File: src/design/heartbeat_liveness_monitor_macros.svh
// Assertion macros for the heartbeat liveness monitor.
// Users supply clk and rst in the enclosing scope; no other dependencies.
`ifndef HEARTBEAT_LIVENESS_MONITOR_MACROS_SVH
`define HEARTBEAT_LIVENESS_MONITOR_MACROS_SVH

// Same-cycle implication, disabled while in reset
`define HLM_ASSERT_IMPL(name, ante, cons, msg) \
  name: assert property (@(posedge clk) disable iff (rst) (ante) |-> (cons)) \
    else $error(msg);

// Next-cycle implication, disabled while in reset
`define HLM_ASSERT_NEXT(name, ante, cons, msg) \
  name: assert property (@(posedge clk) disable iff (rst) (ante) |=> (cons)) \
    else $error(msg);

`endif

File: src/design/hlm_pkg.sv
// Shared types and constants for the heartbeat liveness monitor.
// No dependencies; used by the interfaces, the serial units and the top level.
package hlm_pkg;

  localparam int TIME_WIDTH_DEF = 48;
  localparam int CFG_W          = 32;
  localparam int CFG_IDX_W      = 1;

  // Configuration register indexes
  localparam logic [CFG_IDX_W-1:0] REG_DEAD_TIME = 1'b0;
  localparam logic [CFG_IDX_W-1:0] REG_KEEPALIVE = 1'b1;

  // Register reset values
  localparam logic [CFG_W-1:0] DEAD_TIME_RST = 32'd3000;
  localparam logic [CFG_W-1:0] KEEPALIVE_RST = 32'd1000;

  // Item commands
  localparam logic CMD_CHECK      = 1'b0;
  localparam logic CMD_REACTIVATE = 1'b1;

  // Status of the bit-serial time unit
  typedef struct packed {
    logic              busy;
    logic              lt;       // now is before the deadline
    logic [CFG_W-1:0]  remain;   // deadline - now, saturated to 32 bits
  } alu_stat_t;

  // Status of the budget divider
  typedef struct packed {
    logic              busy;
    logic [CFG_W-1:0]  budget;   // retry budget to load
  } div_stat_t;

endpackage

File: src/design/hlm_if.sv
// Valid/ready channel interfaces for the heartbeat liveness monitor.
// Depends on hlm_pkg for the default time width.
interface hlm_in_if #(
  parameter int TIME_WIDTH = hlm_pkg::TIME_WIDTH_DEF
);
  logic                  valid;
  logic                  ready;
  logic                  cmd;
  logic [TIME_WIDTH-1:0] now_ms;

  modport source (output valid, cmd, now_ms, input ready);
  modport sink   (input valid, cmd, now_ms, output ready);
endinterface

interface hlm_out_if;
  logic        valid;
  logic        ready;
  logic        alive;
  logic        send_heartbeat;
  logic [31:0] remaining_ms;
  logic [31:0] retries_left;

  modport source (output valid, alive, send_heartbeat, remaining_ms, retries_left,
                  input ready);
  modport sink   (input valid, alive, send_heartbeat, remaining_ms, retries_left,
                  output ready);
endinterface

File: src/design/hlm_divider.sv
// Radix-2 restoring divider that derives the retry budget from the dead time
// and keepalive period, one quotient bit per cycle. Depends on hlm_pkg.
module hlm_divider (
  input  logic                     clk,
  input  logic                     rst,
  input  logic                     start,
  input  logic [hlm_pkg::CFG_W-1:0] dividend,
  input  logic [hlm_pkg::CFG_W-1:0] divisor,
  output hlm_pkg::div_stat_t        stat
);

  localparam int W     = hlm_pkg::CFG_W;
  localparam int CNT_W = $clog2(W);

  logic             busy;
  logic [CNT_W-1:0] cnt;
  logic [W-1:0]     quo;
  logic [W-1:0]     rem;
  logic [W-1:0]     dvs;

  logic [W:0]       rem_shift;
  logic [W:0]       trial;
  logic             ge;

  // One trial subtraction per cycle
  assign rem_shift = {rem, quo[W-1]};
  assign trial     = rem_shift - {1'b0, dvs};
  assign ge        = ~trial[W];

  always_ff @(posedge clk) begin
    if (rst) begin
      busy <= 1'b0;
    end else if (start) begin
      busy <= 1'b1;
      cnt  <= '0;
      quo  <= dividend;
      rem  <= '0;
      dvs  <= divisor;
    end else if (busy) begin
      quo <= {quo[W-2:0], ge};
      rem <= ge ? trial[W-1:0] : rem_shift[W-1:0];
      cnt <= cnt + 1'b1;
      if (cnt == CNT_W'(W - 1)) begin
        busy <= 1'b0;
      end
    end
  end

  // Budget: quotient, less one on an exact division, held at zero;
  // a zero keepalive loads zero
  always_comb begin
    stat.busy = busy;
    if (dvs == '0) begin
      stat.budget = '0;
    end else if (rem == '0) begin
      stat.budget = (quo == '0) ? '0 : quo - 1'b1;
    end else begin
      stat.budget = quo;
    end
  end

endmodule

File: src/design/hlm_serial_alu.sv
// Bit-serial time unit: in one LSB-first pass it forms deadline - now (for
// the compare and remaining time) and now + keepalive (the new deadline).
// Depends on hlm_pkg.
module hlm_serial_alu #(
  parameter int TIME_WIDTH = hlm_pkg::TIME_WIDTH_DEF
) (
  input  logic                      clk,
  input  logic                      rst,
  input  logic                      start,
  input  logic [TIME_WIDTH-1:0]     now,
  input  logic [TIME_WIDTH:0]       deadline,
  input  logic [hlm_pkg::CFG_W-1:0] keepalive,
  output hlm_pkg::alu_stat_t        stat,
  output logic [TIME_WIDTH:0]       sum
);

  localparam int N     = TIME_WIDTH + 1;
  localparam int RW    = hlm_pkg::CFG_W;
  localparam int CNT_W = $clog2(N);

  logic             busy;
  logic [CNT_W-1:0] cnt;
  logic [N-1:0]     a_sh;
  logic [N-1:0]     n_sh;
  logic [N-1:0]     k_sh;
  logic [N-1:0]     sum_sh;
  logic [RW-1:0]    diff_lo;
  logic             borrow;
  logic             carry;
  logic             nz;
  logic             hi_nz;

  logic a_bit, n_bit, k_bit;
  logic d_bit, s_bit;
  logic borrow_next, carry_next;
  logic hi;

  assign a_bit = a_sh[0];
  assign n_bit = n_sh[0];
  assign k_bit = k_sh[0];

  // Full subtractor and full adder on the current bit
  assign d_bit       = a_bit ^ n_bit ^ borrow;
  assign borrow_next = (~a_bit & n_bit) | (~a_bit & borrow) | (n_bit & borrow);
  assign s_bit       = n_bit ^ k_bit ^ carry;
  assign carry_next  = (n_bit & k_bit) | (n_bit & carry) | (k_bit & carry);
  assign hi          = (cnt >= CNT_W'(RW));

  always_ff @(posedge clk) begin
    if (rst) begin
      busy <= 1'b0;
    end else if (start) begin
      busy    <= 1'b1;
      cnt     <= '0;
      a_sh    <= deadline;
      n_sh    <= {1'b0, now};
      k_sh    <= {{(N - RW){1'b0}}, keepalive};
      borrow  <= 1'b0;
      carry   <= 1'b0;
      nz      <= 1'b0;
      hi_nz   <= 1'b0;
      diff_lo <= '0;
    end else if (busy) begin
      a_sh   <= a_sh >> 1;
      n_sh   <= n_sh >> 1;
      k_sh   <= k_sh >> 1;
      sum_sh <= {s_bit, sum_sh[N-1:1]};
      borrow <= borrow_next;
      carry  <= carry_next;
      nz     <= nz | d_bit;
      // low 32 bits of the difference collect; any higher one saturates
      if (hi) begin
        hi_nz <= hi_nz | d_bit;
      end else begin
        diff_lo <= {d_bit, diff_lo[RW-1:1]};
      end
      cnt <= cnt + 1'b1;
      if (cnt == CNT_W'(N - 1)) begin
        busy <= 1'b0;
      end
    end
  end

  assign stat.busy   = busy;
  assign stat.lt     = ~borrow & nz;
  assign stat.remain = hi_nz ? {RW{1'b1}} : diff_lo;
  assign sum         = sum_sh;

endmodule

File: src/design/heartbeat_liveness_monitor.sv
// Heartbeat liveness monitor top level: config registers, watchdog state,
// control sequencer and output register.
// Depends on hlm_pkg, hlm_if, hlm_divider, hlm_serial_alu and the macro header.
//
//   channel  | role   | contents
//   ---------+--------+-----------------------------------------------------
//   in_ch    | sink   | cmd, now_ms
//   out_ch   | source | alive, send_heartbeat, remaining_ms, retries_left
//   cfg      | write  | cfg_we, cfg_idx, cfg_data (dead time, keepalive)
//
// Each item holds the input until its bit-serial pass over the deadline is
// done (the budget divider runs alongside it) and its result is registered.
// Reset (rst, synchronous) loads the config defaults and zeroes deadline and
// budget, so checks report dead until the first reactivate.
// A stalled output holds its result; the next item is taken meanwhile and
// waits at the end of its pass until the output register frees.
`include "heartbeat_liveness_monitor_macros.svh"

module heartbeat_liveness_monitor #(
  parameter int TIME_WIDTH = hlm_pkg::TIME_WIDTH_DEF
) (
  input  logic                          clk,
  input  logic                          rst,
  hlm_in_if.sink                        in_ch,
  hlm_out_if.source                     out_ch,
  input  logic                          cfg_we,
  input  logic [hlm_pkg::CFG_IDX_W-1:0] cfg_idx,
  input  logic [hlm_pkg::CFG_W-1:0]     cfg_data
);

  localparam int W = hlm_pkg::CFG_W;

  typedef enum logic {
    S_IDLE,
    S_WORK
  } state_t;

  state_t              state;
  logic [W-1:0]        dead_time;
  logic [W-1:0]        keepalive;
  logic [TIME_WIDTH:0] deadline;
  logic [W-1:0]        budget;
  logic                cmd_q;

  logic                out_valid;
  logic                alive;
  logic                send_hb;
  logic [W-1:0]        remain;
  logic [W-1:0]        retries;

  hlm_pkg::alu_stat_t  alu_stat;
  hlm_pkg::div_stat_t  div_stat;
  logic [TIME_WIDTH:0] alu_sum;

  logic accept;
  logic finish;

  assign in_ch.ready = (state == S_IDLE);
  assign accept      = in_ch.valid && in_ch.ready;
  assign finish      = (state == S_WORK) && !alu_stat.busy && !div_stat.busy &&
                       (!out_valid || out_ch.ready);

  // Configuration writes
  always_ff @(posedge clk) begin
    if (rst) begin
      dead_time <= hlm_pkg::DEAD_TIME_RST;
      keepalive <= hlm_pkg::KEEPALIVE_RST;
    end else if (cfg_we) begin
      unique case (cfg_idx)
        hlm_pkg::REG_DEAD_TIME: dead_time <= cfg_data;
        hlm_pkg::REG_KEEPALIVE: keepalive <= cfg_data;
        default: ;
      endcase
    end
  end

  hlm_serial_alu #(
    .TIME_WIDTH (TIME_WIDTH)
  ) u_alu (
    .clk       (clk),
    .rst       (rst),
    .start     (accept),
    .now       (in_ch.now_ms),
    .deadline  (deadline),
    .keepalive (keepalive),
    .stat      (alu_stat),
    .sum       (alu_sum)
  );

  hlm_divider u_div (
    .clk      (clk),
    .rst      (rst),
    .start    (accept),
    .dividend (dead_time),
    .divisor  (keepalive),
    .stat     (div_stat)
  );

  // Sequencer, watchdog state and output register
  always_ff @(posedge clk) begin
    if (rst) begin
      state     <= S_IDLE;
      deadline  <= '0;
      budget    <= '0;
      out_valid <= 1'b0;
    end else begin
      if (out_valid && out_ch.ready && !finish) begin
        out_valid <= 1'b0;
      end
      unique case (state)
        S_IDLE: begin
          if (accept) begin
            cmd_q <= in_ch.cmd;
            state <= S_WORK;
          end
        end
        S_WORK: begin
          if (finish) begin
            out_valid <= 1'b1;
            state     <= S_IDLE;
            if (cmd_q == hlm_pkg::CMD_REACTIVATE) begin
              // reload budget, re-arm: deadline - now is the keepalive
              budget   <= div_stat.budget;
              deadline <= alu_sum;
              alive    <= 1'b1;
              send_hb  <= 1'b0;
              remain   <= keepalive;
              retries  <= div_stat.budget;
            end else if (alu_stat.lt) begin
              alive   <= 1'b1;
              send_hb <= 1'b0;
              remain  <= alu_stat.remain;
              retries <= budget;
            end else if (budget != '0) begin
              // deadline passed: spend one retry and re-arm
              budget   <= budget - 1'b1;
              deadline <= alu_sum;
              alive    <= 1'b1;
              send_hb  <= 1'b1;
              remain   <= keepalive;
              retries  <= budget - 1'b1;
            end else begin
              alive   <= 1'b0;
              send_hb <= 1'b0;
              remain  <= '0;
              retries <= budget;
            end
          end
        end
        default: state <= S_IDLE;
      endcase
    end
  end

  assign out_ch.valid          = out_valid;
  assign out_ch.alive          = alive;
  assign out_ch.send_heartbeat = send_hb;
  assign out_ch.remaining_ms   = remain;
  assign out_ch.retries_left   = retries;

  // Checks
  `HLM_ASSERT_IMPL(a_alu_only_in_work, alu_stat.busy, state == S_WORK, "serial unit busy outside work")
  `HLM_ASSERT_IMPL(a_send_implies_alive, out_ch.valid && out_ch.send_heartbeat, out_ch.alive, "heartbeat request on a dead peer")
  `HLM_ASSERT_NEXT(a_div_on_reactivate, accept && in_ch.cmd == hlm_pkg::CMD_REACTIVATE, div_stat.busy, "budget divider not started")

endmodule

File: src/flat_wrapper.sv
// flat-port wrapper written by rule: the top's interface ports become plain ports
module heartbeat_liveness_monitor_flat 
#(
  parameter int TIME_WIDTH = hlm_pkg::TIME_WIDTH_DEF
)
  (clk, rst, cfg_we, cfg_idx, cfg_data, in_ch_valid, in_ch_cmd, in_ch_now_ms, in_ch_ready, out_ch_valid, out_ch_alive, out_ch_send_heartbeat, out_ch_remaining_ms, out_ch_retries_left, out_ch_ready);
  hlm_in_if #(.TIME_WIDTH(TIME_WIDTH)) in_ch_i ();
  hlm_out_if out_ch_i ();
  input  logic clk;
  input  logic rst;
  input  logic cfg_we;
  input  logic [hlm_pkg::CFG_IDX_W-1:0] cfg_idx;
  input  logic [hlm_pkg::CFG_W-1:0] cfg_data;
  input wire logic [$bits(in_ch_i.valid)-1:0] in_ch_valid;
  input wire logic [$bits(in_ch_i.cmd)-1:0] in_ch_cmd;
  input wire logic [$bits(in_ch_i.now_ms)-1:0] in_ch_now_ms;
  output wire logic [$bits(in_ch_i.ready)-1:0] in_ch_ready;
  output wire logic [$bits(out_ch_i.valid)-1:0] out_ch_valid;
  output wire logic [$bits(out_ch_i.alive)-1:0] out_ch_alive;
  output wire logic [$bits(out_ch_i.send_heartbeat)-1:0] out_ch_send_heartbeat;
  output wire logic [$bits(out_ch_i.remaining_ms)-1:0] out_ch_remaining_ms;
  output wire logic [$bits(out_ch_i.retries_left)-1:0] out_ch_retries_left;
  input wire logic [$bits(out_ch_i.ready)-1:0] out_ch_ready;
  assign in_ch_i.valid = in_ch_valid;
  assign in_ch_i.cmd = in_ch_cmd;
  assign in_ch_i.now_ms = in_ch_now_ms;
  assign in_ch_ready = in_ch_i.ready;
  assign out_ch_valid = out_ch_i.valid;
  assign out_ch_alive = out_ch_i.alive;
  assign out_ch_send_heartbeat = out_ch_i.send_heartbeat;
  assign out_ch_remaining_ms = out_ch_i.remaining_ms;
  assign out_ch_retries_left = out_ch_i.retries_left;
  assign out_ch_i.ready = out_ch_ready;
  heartbeat_liveness_monitor #(.TIME_WIDTH(TIME_WIDTH)) u_core (.clk(clk), .rst(rst), .in_ch(in_ch_i), .out_ch(out_ch_i), .cfg_we(cfg_we), .cfg_idx(cfg_idx), .cfg_data(cfg_data));
endmodule
File: config.mk
export PLATFORM = sky130hd
export DESIGN_NAME = heartbeat_liveness_monitor_flat
export DESIGN_NICKNAME = d
export VERILOG_FILES = /design/src/design/hlm_pkg.sv /design/src/design/hlm_if.sv /design/src/design/hlm_divider.sv /design/src/design/hlm_serial_alu.sv /design/src/design/heartbeat_liveness_monitor.sv /design/src/flat_wrapper.sv
export VERILOG_INCLUDE_DIRS = /design/src /design/src/design
export SDC_FILE = /design/constraint.sdc
export NUM_CORES = 1
export LEC_CHECK = 0
export BUFFER_PORTS_ARGS = -buffer_cell sky130_fd_sc_hd__buf_2
export CELL_PAD_IN_SITES_DETAIL_PLACEMENT = 0
export CELL_PAD_IN_SITES_GLOBAL_PLACEMENT = 2
export CORE_UTILIZATION = 43
export CTS_CLUSTER_SIZE = 25
export DETAILED_ROUTE_END_ITERATION = 8
export PLACE_DENSITY_LB_ADDON = 0.12
export SLEW_MARGIN = 25
export SYNTH_ARGS = -nofsm -noshare
export SYNTH_HDL_FRONTEND = slang
export SYNTH_SLANG_ARGS = --single-unit
File: constraint.sdc
create_clock -name clk -period 17.5 [get_ports clk]
set_input_delay 3.5 -clock clk [delete_from_list [all_inputs] [get_ports clk]]
set_output_delay 3.5 -clock clk [all_outputs]
set_load 0.05 [all_outputs]
# Word level (Yosys, flattened, before mapping)
# Cells that the tools add are included.
# word_totals
out_inout_bits	68
word_cells	139
inputBits	87
ff_bits	553
# classes
n_addsub	5
n_eq_ne	4
muxes	45
reduce_logical	32
magnitude_cmp	1
n_bitwise	24
# ops
op	n
2-to-1 mux 32 bit	17
2-to-1 mux 49 bit	5
2-to-1 mux 48 bit	3
zero test 32 bit	3
subtractor 32 x 1 -> 32 bit, second input constant	2
subtractor 33 x 32 -> 33 bit	1
nonzero test 32 bit	1
2-to-1 mux 1 bit	17
AND reduction 3 bit	5
AND reduction 2 bit	6
nonzero test 2 bit	4
bitwise AND 1 bit	7
inverter 1 bit	7
adder 6 x 1 -> 6 bit, second input constant	1
== test 6 bit, second input constant	1
greater-or-equal comparator 6 bit, second input constant	1
logical AND 1 bit	6
2-to-1 mux 6 bit	1
OR 1 bit	6
adder 5 x 1 -> 5 bit, second input constant	1
== test 5 bit, second input constant	1
2-to-1 mux 5 bit	1
zero test 1 bit	4
!= test 2 x 1 -> 1 bit, second input constant	2
other kinds (5)	8

# Longest topological paths before layout
# Gate-level depths: netlist of the first run.
# depth
word_depth	9
mapped_depth	13
ltp_nobuf	12

# Cells and area by module
# From an unflattened synthesis of the first run, not the netlist that was laid out.
# unflattened
cells_unflattened	2150
hier_area_um2	24715.0
# modules_own_cells
mod	seq_area_each_um2	cells_per_inst	area_per_inst_um2	n_inst
heartbeat_liveness_monitor	4954.8	1022	9022.4	1
hlm_serial_alu	6626.4	473	8894.8	1
hlm_divider	3052.9	655	6797.8	1

# Worst setup path before layout of the first run
# OpenSTA, ideal clock, no wires.
# synth_timing
path_type	input -> register
from	input port in_ch_valid
to	register u_core.u_alu.a_sh[0] (enable)
path_slack_ns	6.807
cell_stages	5
setup_time_ns	0.637
arrival_time_ns	10.056
t_required_ns	16.863
n_path_buf	2
path_cell_list	nor2b_1 > clkbuf_1 > clkbuf_1 > nor2_1 > nor2_1
# synth_via
elab_chain_cells	3
# synth_rtl
element	line	text
start, declared	flat_wrapper.sv:14	input wire logic [$bits(in_ch_i.valid)-1:0] in_ch_valid;
logical AND 1 bit	heartbeat_liveness_monitor.sv:59	assign accept = in_ch.valid && in_ch.ready;
nonzero test 2 bit (no source line)	-	
AND reduction 2 bit (no source line)	-	
end signal, assigned	hlm_serial_alu.sv:55	a_sh <= deadline;
end signal, assigned	hlm_serial_alu.sv:64	a_sh <= a_sh >> 1;
end, declared	hlm_serial_alu.sv:23	logic [N-1:0] a_sh;
# Every way passes these cells.
# A chain may end at the register's enable or synchronous reset.

# Worst setup path after layout of the first run
# layout_timing
from	input port rst
to	register u_core.u_alu.sum_sh[13], in the netlist u_core.u_alu.sum[13] (enable)
# layout_via
elab_chain_cells	2
# layout_rtl
element	line	text
start, declared	flat_wrapper.sv:10	input logic rst;
inverter 1 bit (no source line)	-	
AND reduction 3 bit (no source line)	-	
end signal, assigned	hlm_serial_alu.sv:67	sum_sh <= {s_bit, sum_sh[N-1:1]};
end, declared	hlm_serial_alu.sv:26	logic [N-1:0] sum_sh;
# Every way passes these cells.

==> results.sh, run 1 <==
export IMPL_critical_path_startpoint="rst"
export IMPL_drt_iter0_drc=1247
export IMPL_cts_tree="yes"
export IMPL_tightest_slew_ps=1020
export IMPL_worstReg2RegEnd="u_core.u_div.rem[11]"
export IMPL_postCtsSetupBuffers=0
export IMPL_cellInternalPower_mw=2.34
export IMPL_cts_buffers=58
export IMPL_max_stage_delay_ps=760
export IMPL_yosys_warnings=0
export IMPL_num_fill_cells=5110
export IMPL_firstDrtPassIters=5
export IMPL_core_area_um2=54300
export IMPL_grt_usage_pct=21.8
export IMPL_gp_congestion=0.812
export IMPL_maxCapViolCount=0
export IMPL_drt_wirelength_per_cell_um=18.7
export IMPL_synth_area_um2=23800
export IMPL_grt_pass1_vias=16700
export IMPL_register_area_um2=14600
export IMPL_worstSetupPathType="input port to flip-flop"
export IMPL_rsz0062_at_grt="no"
export IMPL_io_buffers=154
export IMPL_drc=0
export IMPL_setup_viol=0
export IMPL_clk_latency_ps=610
export IMPL_die_x_um=237
export IMPL_arrival_ps=5680
export IMPL_grt_first_pass_wirelength_um=95600
export IMPL_ys_seq_area_share_pct=61.4
export IMPL_synth_avg_cell_area_um2=10.1
export IMPL_cts_root_buf="clkbuf_16"
export IMPL_regToRegSetupSlack_ps=13110
export IMPL_power_density_nw_per_um2=118
export IMPL_multi_input_area_um2=8560
export IMPL_crit_required_ps=17780
export IMPL_power_total_mw=3.20
export IMPL_dpl_cell_area_um2=25300
export IMPL_reg2regPathDepth=13
export IMPL_power_switching_mw=0.865
export IMPL_cts_max_level=2
export IMPL_critPathMaxFanout=68
export IMPL_critPathTopFamily="buffers and inverters"
export IMPL_synth_fp_nets=2497
export IMPL_final_net_count=2615
export IMPL_syn_inst=2369
export IMPL_cts_hold_buf=0
export IMPL_rr_startpoint="u_core.u_div.quo[31]"
export IMPL_ys_seq_elements=537
export IMPL_critPathSlowestCell="buf_4"
export IMPL_cp_end_kind="flip-flop"
export IMPL_num_vias=17300
export IMPL_ys_types=73
export IMPL_area_delta_synth_final_pct=14.1
export IMPL_path_depth=6
export IMPL_routed_wl_um=61400
export IMPL_fp_dieArea_um2=56400
export IMPL_maxSlewHeadroom_pct=32.0
export IMPL_io_pins=155
export IMPL_cts_resized=0
export IMPL_clockBufferDepth=3
export IMPL_timing_fmax_mhz=185
export IMPL_hpwlAfterDp_um=39600
export IMPL_drv_slew=0
export IMPL_seq_power_share_pct=47.8
export IMPL_ir_drop_v=0.0000850
export IMPL_crit_end="u_core.u_alu.sum[13]"
export IMPL_synthFlopType="edfxtp_1"
export IMPL_antenna_left=0
export IMPL_synth_edf_count=388
export IMPL_grt_antenna_before_repair=0
export IMPL_synthArstFlopShare_pct=0
export IMPL_min_period_ps=5400
export IMPL_hold_viol=0
export IMPL_rows=85
export IMPL_cpMostUsedCell="buf_4"
export IMPL_min_from="u_core.u_alu.sum[42]"
export IMPL_worstPathBufferInverterCount=5
export IMPL_num_antenna_cells=0
export IMPL_start_util_pct=43.9
export IMPL_p_sw_share_pct=27.0
export IMPL_fin_tns_setup_ps=0
export IMPL_crit_chain="buf_4, buf_4, buf_4, inv_1, and3_2, buf_4"
export IMPL_grt_max_degree=177
export IMPL_viasPerCell=5.28
export IMPL_power_frac_clock_pct=37.8
export IMPL_finClkSkew_ps=19.1
export IMPL_path_clk_slew_ps=60
export IMPL_fin_area_um2=27200
export IMPL_clkSinkCount=537
export IMPL_status="finished, final reports clean"
export IMPL_hold_class="flip-flop to flip-flop"
export IMPL_period_share_pct=30.9
export IMPL_power_share_combinational_pct=14.4
export IMPL_drive_gt1_share_pct=12.0
export IMPL_globalRouteOverflowTotal=0
export IMPL_start_kind="input port"
export IMPL_die_h_um=237
export IMPL_power_leakage_nw=10.5
export IMPL_whs_ps=449
-- per-layer routing --
metal	up-vias	GRT usage, %	wire (µm)
met5	-	0	0
met4	0	6.12	1330
met3	90	2.61	2680
met2	361	35.0	28900
met1	8405	31.1	28500
li1	8436	-	-
-- Yosys cell counts, types with 16 or more instances --
master | count | area [µm²]
o31ai_1 | 17 | 128
o22ai_1 | 22 | 138
inv_1 | 55 | 206
xnor2_1 | 54 | 473
clkbuf_1 | 109 | 409
ha_1 | 38 | 475
nor4_1 | 25 | 156
a21oi_1 | 145 | 726
nand2_1 | 775 | 2910
nand3_1 | 47 | 235
edfxtp_1 | 388 | 11700
nor3_1 | 29 | 145
nor2_1 | 131 | 492
nor2b_1 | 44 | 275
xor2_1 | 30 | 263
dfxtp_1 | 149 | 2980
nand4_1 | 25 | 156
nand2b_1 | 22 | 138
o21ai_0 | 94 | 470
a21o_1 | 16 | 120
-- cells in the final DEF, fill, tap and decap left out, drive strengths merged, types with 47 or more instances in the layout --
cell / count
a21oi: 145
buf: 185
clkbuf: 71
dfxtp: 149
edfxtp: 388
inv: 56
nand2: 776
nand3: 47
nor2: 131
o21ai: 99
xnor2: 54
-- cells by family after synthesis --
kind of cell / synth area share, %
AO/OA/AOI/OAI: 9.46
XOR/XNOR: 3.09
adder cells (fa/ha/maj): 2.25
buffers and inverters: 3.00
flip-flops: 61.4
multiplexers: 0.105
AND/OR/NAND/NOR: 20.7
-- area by class of cell --
cell class / instances / share of cell area, %
clock inverter: 38 / 1.20
sequential: 537 / 53.8
timing repair buffer: 185 / 3.80
clock buffer: 71 / 5.63
multi-input combinational: 1649 / 31.4
tap: 739 / 3.40
inverter: 56 / 0.772
-- stage by stage --
stage,util (%),cells,worst slack (ps)
after floorplan,-,2369,6810
after global placement,46.6,3164,11480
after detailed placement,46.6,3165,11470
after CTS,50.1,3274,12120
after global routing,50.1,3275,11940
final,50.1,3275,12100
-- sequential cells by signal, summed over array words and instances, names as in the netlist, 5 cells and up --
| signal | count |
|---|---|
| u_core.deadline | 49 |
| u_core.u_alu.a_sh | 49 |
| u_core.u_alu.sum | 49 |
| u_core.u_alu.n_sh | 48 |
| u_core.budget | 32 |
| u_core.dead_time | 32 |
| u_core.keepalive | 32 |
| u_core.out_ch.remaining_ms | 32 |
| u_core.out_ch.retries_left | 32 |
| u_core.u_alu.diff_lo | 32 |
| u_core.u_alu.k_sh | 32 |
| u_core.u_div.dvs | 32 |
| u_core.u_div.quo | 32 |
| u_core.u_div.rem | 32 |
| u_core.u_alu.cnt | 6 |
| u_core.u_div.cnt | 5 |
-- worst min path at each step --
stage                                 endpoint  slack, ps  cells after the start
after global placement    u_core.u_alu.sum[41]        430                      0
after floorplan            u_core.u_alu.sum[0]        430                      0
final                     u_core.u_alu.sum[41]        450                      0
after detailed placement  u_core.u_alu.sum[40]        430                      0
after global routing      u_core.u_alu.sum[41]        460                      0
after CTS                 u_core.u_alu.sum[41]        450                      0
-- power by group through the flow --
| stage | Sequential, mW | Clock (mW) | Combinational, mW |
|---|---|---|---|
| floorplan | 1.56 | 0 | 0.321 |
| global placement | 1.56 | 0 | 0.457 |
| detailed placement | 1.56 | 0 | 0.464 |
| CTS | 1.53 | 1.24 | 0.466 |
| global route | 1.54 | 1.29 | 0.515 |
| finish | 1.53 | 1.21 | 0.461 |
No activity file was read; power rests on OpenSTA's default activity.
==> run 2, diff against run 1 <==
--- a/config.mk
+++ b/config.mk
@@ -6,10 +6,11 @@
 export SDC_FILE = /design/constraint.sdc
 export NUM_CORES = 1
 export LEC_CHECK = 0
+export ABC_AREA = 1
 export BUFFER_PORTS_ARGS = -buffer_cell sky130_fd_sc_hd__buf_2
 export CELL_PAD_IN_SITES_DETAIL_PLACEMENT = 0
 export CELL_PAD_IN_SITES_GLOBAL_PLACEMENT = 2
-export CORE_UTILIZATION = 43
+export CORE_UTILIZATION = 34
 export CTS_CLUSTER_SIZE = 25
 export DETAILED_ROUTE_END_ITERATION = 8
 export PLACE_DENSITY_LB_ADDON = 0.12
==> constraint.sdc (replaced) <==
create_clock -name clk -period 4.65 [get_ports clk]
set_input_delay 0.93 -clock clk [delete_from_list [all_inputs] [get_ports clk]]
set_output_delay 0.93 -clock clk [all_outputs]
set_load 0.05 [all_outputs]
==> results.sh, run 2 <==
export IMPL_status="finished, final reports clean"
export IMPL_core_area_um2=74700
export IMPL_ys_top_cells_by_area="edfxtp_1 (45%), dfxtp_1 (12%), nand2_1 (11%), inv_1 (5.6%), nor2_1 (5.5%)"
export IMPL_regToRegSetupSlack_ps=1400
export IMPL_num_fill_cells=7666
export IMPL_drive_gt1_share_pct=11.2
export IMPL_wl_met1_um=35100
export IMPL_cts_buffers=66
export IMPL_min_path_cells=0
export IMPL_arrival_ps=3570
export IMPL_viasPerCell=4.83
export IMPL_hpwlAfterDp_um=53900
export IMPL_cts_tree="yes"
export IMPL_die_h_um=277
export IMPL_num_vias=20000
export IMPL_cts_hold_buf=0
export IMPL_maxCapViolCount=0
export IMPL_synth_avg_cell_area_um2=8.67
export IMPL_tightest_slew_ps=1030
export IMPL_globalRouteOverflowTotal=0
export IMPL_ys_seq_elements=537
export IMPL_io_pins=155
export IMPL_clk_latency_ps=610
export IMPL_cts_max_level=3
export IMPL_crit_required_ps=4970
export IMPL_drc=0
export IMPL_maxSlewHeadroom_pct=31.1
export IMPL_setup_viol=0
export IMPL_hold_viol=0
export IMPL_synth_fp_nets=3098
export IMPL_cp_end_kind="flip-flop"
export IMPL_ys_seq_area_share_pct=56.8
export IMPL_grt_first_pass_wirelength_um=115000
export IMPL_clockBufferDepth=3
export IMPL_power_total_mw=13.8
export IMPL_met3WireLength_um=3260
export IMPL_critical_path_startpoint="u_core.u_div.rem[31]"
export IMPL_min_from="u_core.keepalive[18]"
export IMPL_firstDrtPassIters=7
export IMPL_area_delta_synth_final_pct=15.1
export IMPL_power_leakage_nw=12.7
export IMPL_period_share_pct=70.0
export IMPL_grt_usage_pct=19.3
export IMPL_start_util_pct=34.5
export IMPL_cts_root_buf="clkbuf_16"
export IMPL_postCtsSetupBuffers=0
export IMPL_gp_congestion=0.867
export IMPL_die_x_um=277
export IMPL_syn_inst=2970
export IMPL_power_density_nw_per_um2=466
export IMPL_min_period_ps=3250
export IMPL_synthFlopType="edfxtp_1"
export IMPL_worstReg2RegEnd="u_core.out_ch.retries_left[31]"
export IMPL_fp_dieArea_um2=76800
export IMPL_rsz0062_at_grt="no"
export IMPL_path_clk_slew_ps=60
export IMPL_io_buffers=154
export IMPL_rows=100
export IMPL_mostFrequentLayoutCell="nand2_1"
export IMPL_timing_fmax_mhz=307
export IMPL_synthTopCellsByCount="nand2_1 (729), edfxtp_1 (388), inv_1 (387)"
export IMPL_drt_wirelength_per_cell_um=18.1
export IMPL_reg2regPathDepth=10
export IMPL_drv_slew=0
export IMPL_final_net_count=3235
export IMPL_yosys_area_top_type="edfxtp_1"
export IMPL_antenna_left=0
export IMPL_cts_resized=0
export IMPL_clkSinkCount=537
export IMPL_grt_max_degree=114
export IMPL_start_kind="flip-flop"
export IMPL_synthArstFlopShare_pct=0
export IMPL_rr_startpoint="u_core.u_div.rem[31]"
export IMPL_grt_pass1_vias=19200
export IMPL_layout_common_cells="nand2_1 (725), edfxtp_1 (388), inv_1 (384)"
export IMPL_yosys_area_top_type_share_pct=45.3
export IMPL_yosys_warnings=0
export IMPL_ir_drop_v=0.000302
export IMPL_min_to="u_core.u_div.dvs[18]"
export IMPL_finClkSkew_ps=40.9
export IMPL_fin_tns_setup_ps=0
export IMPL_worstSetupPathType="flip-flop to flip-flop"
export IMPL_hold_class="flip-flop to flip-flop"
export IMPL_routed_wl_um=75000
export IMPL_ys_types=46
export IMPL_synth_edf_count=388
export IMPL_highest_layer="met5"
export IMPL_critPathMaxFanout=21
export IMPL_grt_antenna_before_repair=3
export IMPL_synth_most_common_cell="nand2_1"
export IMPL_drt_iter0_drc=1393
export IMPL_wl_met2_um=34700
export IMPL_synth_area_um2=25700
## run 2: changes by cell type after synthesis, sizes merged, moves of 16 or more
| cell | delta |
|---|---|
| nor4 | -27 |
| buf | +21 |
| inv | +338 |
| nand2b | -22 |
| nand4 | +17 |
| nor2 | +265 |
| nor2b | -44 |
| o21ai | +164 |
| nand2 | -28 |
| o31ai | -16 |
| xnor2 | -50 |
| nand3 | +145 |
| clkbuf | -32 |
## run 2: final cells by class
class / instances / area, µm² / share of cell area (%)
sequential: 537 / 14600 / 49.4
multi-input combinational: 1923 / 9110 / 30.7
clock buffer: 95 / 1870 / 6.31
inverter: 394 / 1480 / 5.00
tap: 969 / 1210 / 4.09
timing repair buffer: 185 / 1050 / 3.55
clock inverter: 26 / 273 / 0.920
antenna: 2 / 5.00 / 0.0169
## run 2: worst max-delay path, cell delays in order, from the launching register on
cell and delay, ps:
edfxtp_1 520, nor2_1 210, nand2_1 90, nor2_1 270, nand2_1 170, nor2_2 750, nand2_2 200, nor2_1 340
nand3_1 150, nand3_1 140, nand2_1 110
## run 2: how the worst max path moves through the flow
stage                                                 to  slack (ps)  depth (start not counted)
after floorplan                  u_core.u_alu.diff_lo[0]         410                          4
after global placement    u_core.out_ch.retries_left[31]        1380                         10
after detailed placement  u_core.out_ch.retries_left[31]        1400                         10
after CTS                 u_core.out_ch.retries_left[31]        1350                         10
after global routing      u_core.out_ch.retries_left[31]        1140                         10
final                     u_core.out_ch.retries_left[31]        1400                         10
## run 2: report_power, final
| group | total, mW | internal [mW] | switching (mW) |
|---|---|---|---|
| clock network | 5.04 | 2.94 | 2.09 |
| registers | 5.98 | 5.74 | 0.239 |
| logic | 2.81 | 0.832 | 1.98 |
## run 2: cells by family after synthesis
family / Yosys count / synth area share (%)
flip-flops: 537 / 56.8
XOR/XNOR: 25 / 0.851
adder cells (fa/ha/maj): 41 / 2.08
AND/OR/NAND/NOR: 1402 / 22.8
buffers and inverters: 510 / 8.02
AO/OA/AOI/OAI: 455 / 9.36
## run 2: layer usage
metal,vias up,track usage [%]
li1,10000,-
met1,9502,26.6
met2,338,31.2
met3,99,3.16
met4,2,5.51
met5,-,0
## run 2: per-stage QoR
step	cells	hold slack (ps)	cell area (µm²)	utilization [%]	worst slack [ps]
6_report	4131	423	29600	39.7	1400
4_1_cts	4128	419	29600	39.6	1350
3_5_place_dp	4007	415	27500	36.8	1400
3_3_place_gp	4007	414	27500	36.8	1380
2_1_floorplan	2970	408	25800	-	408
5_1_grt	4130	434	29600	39.7	1140
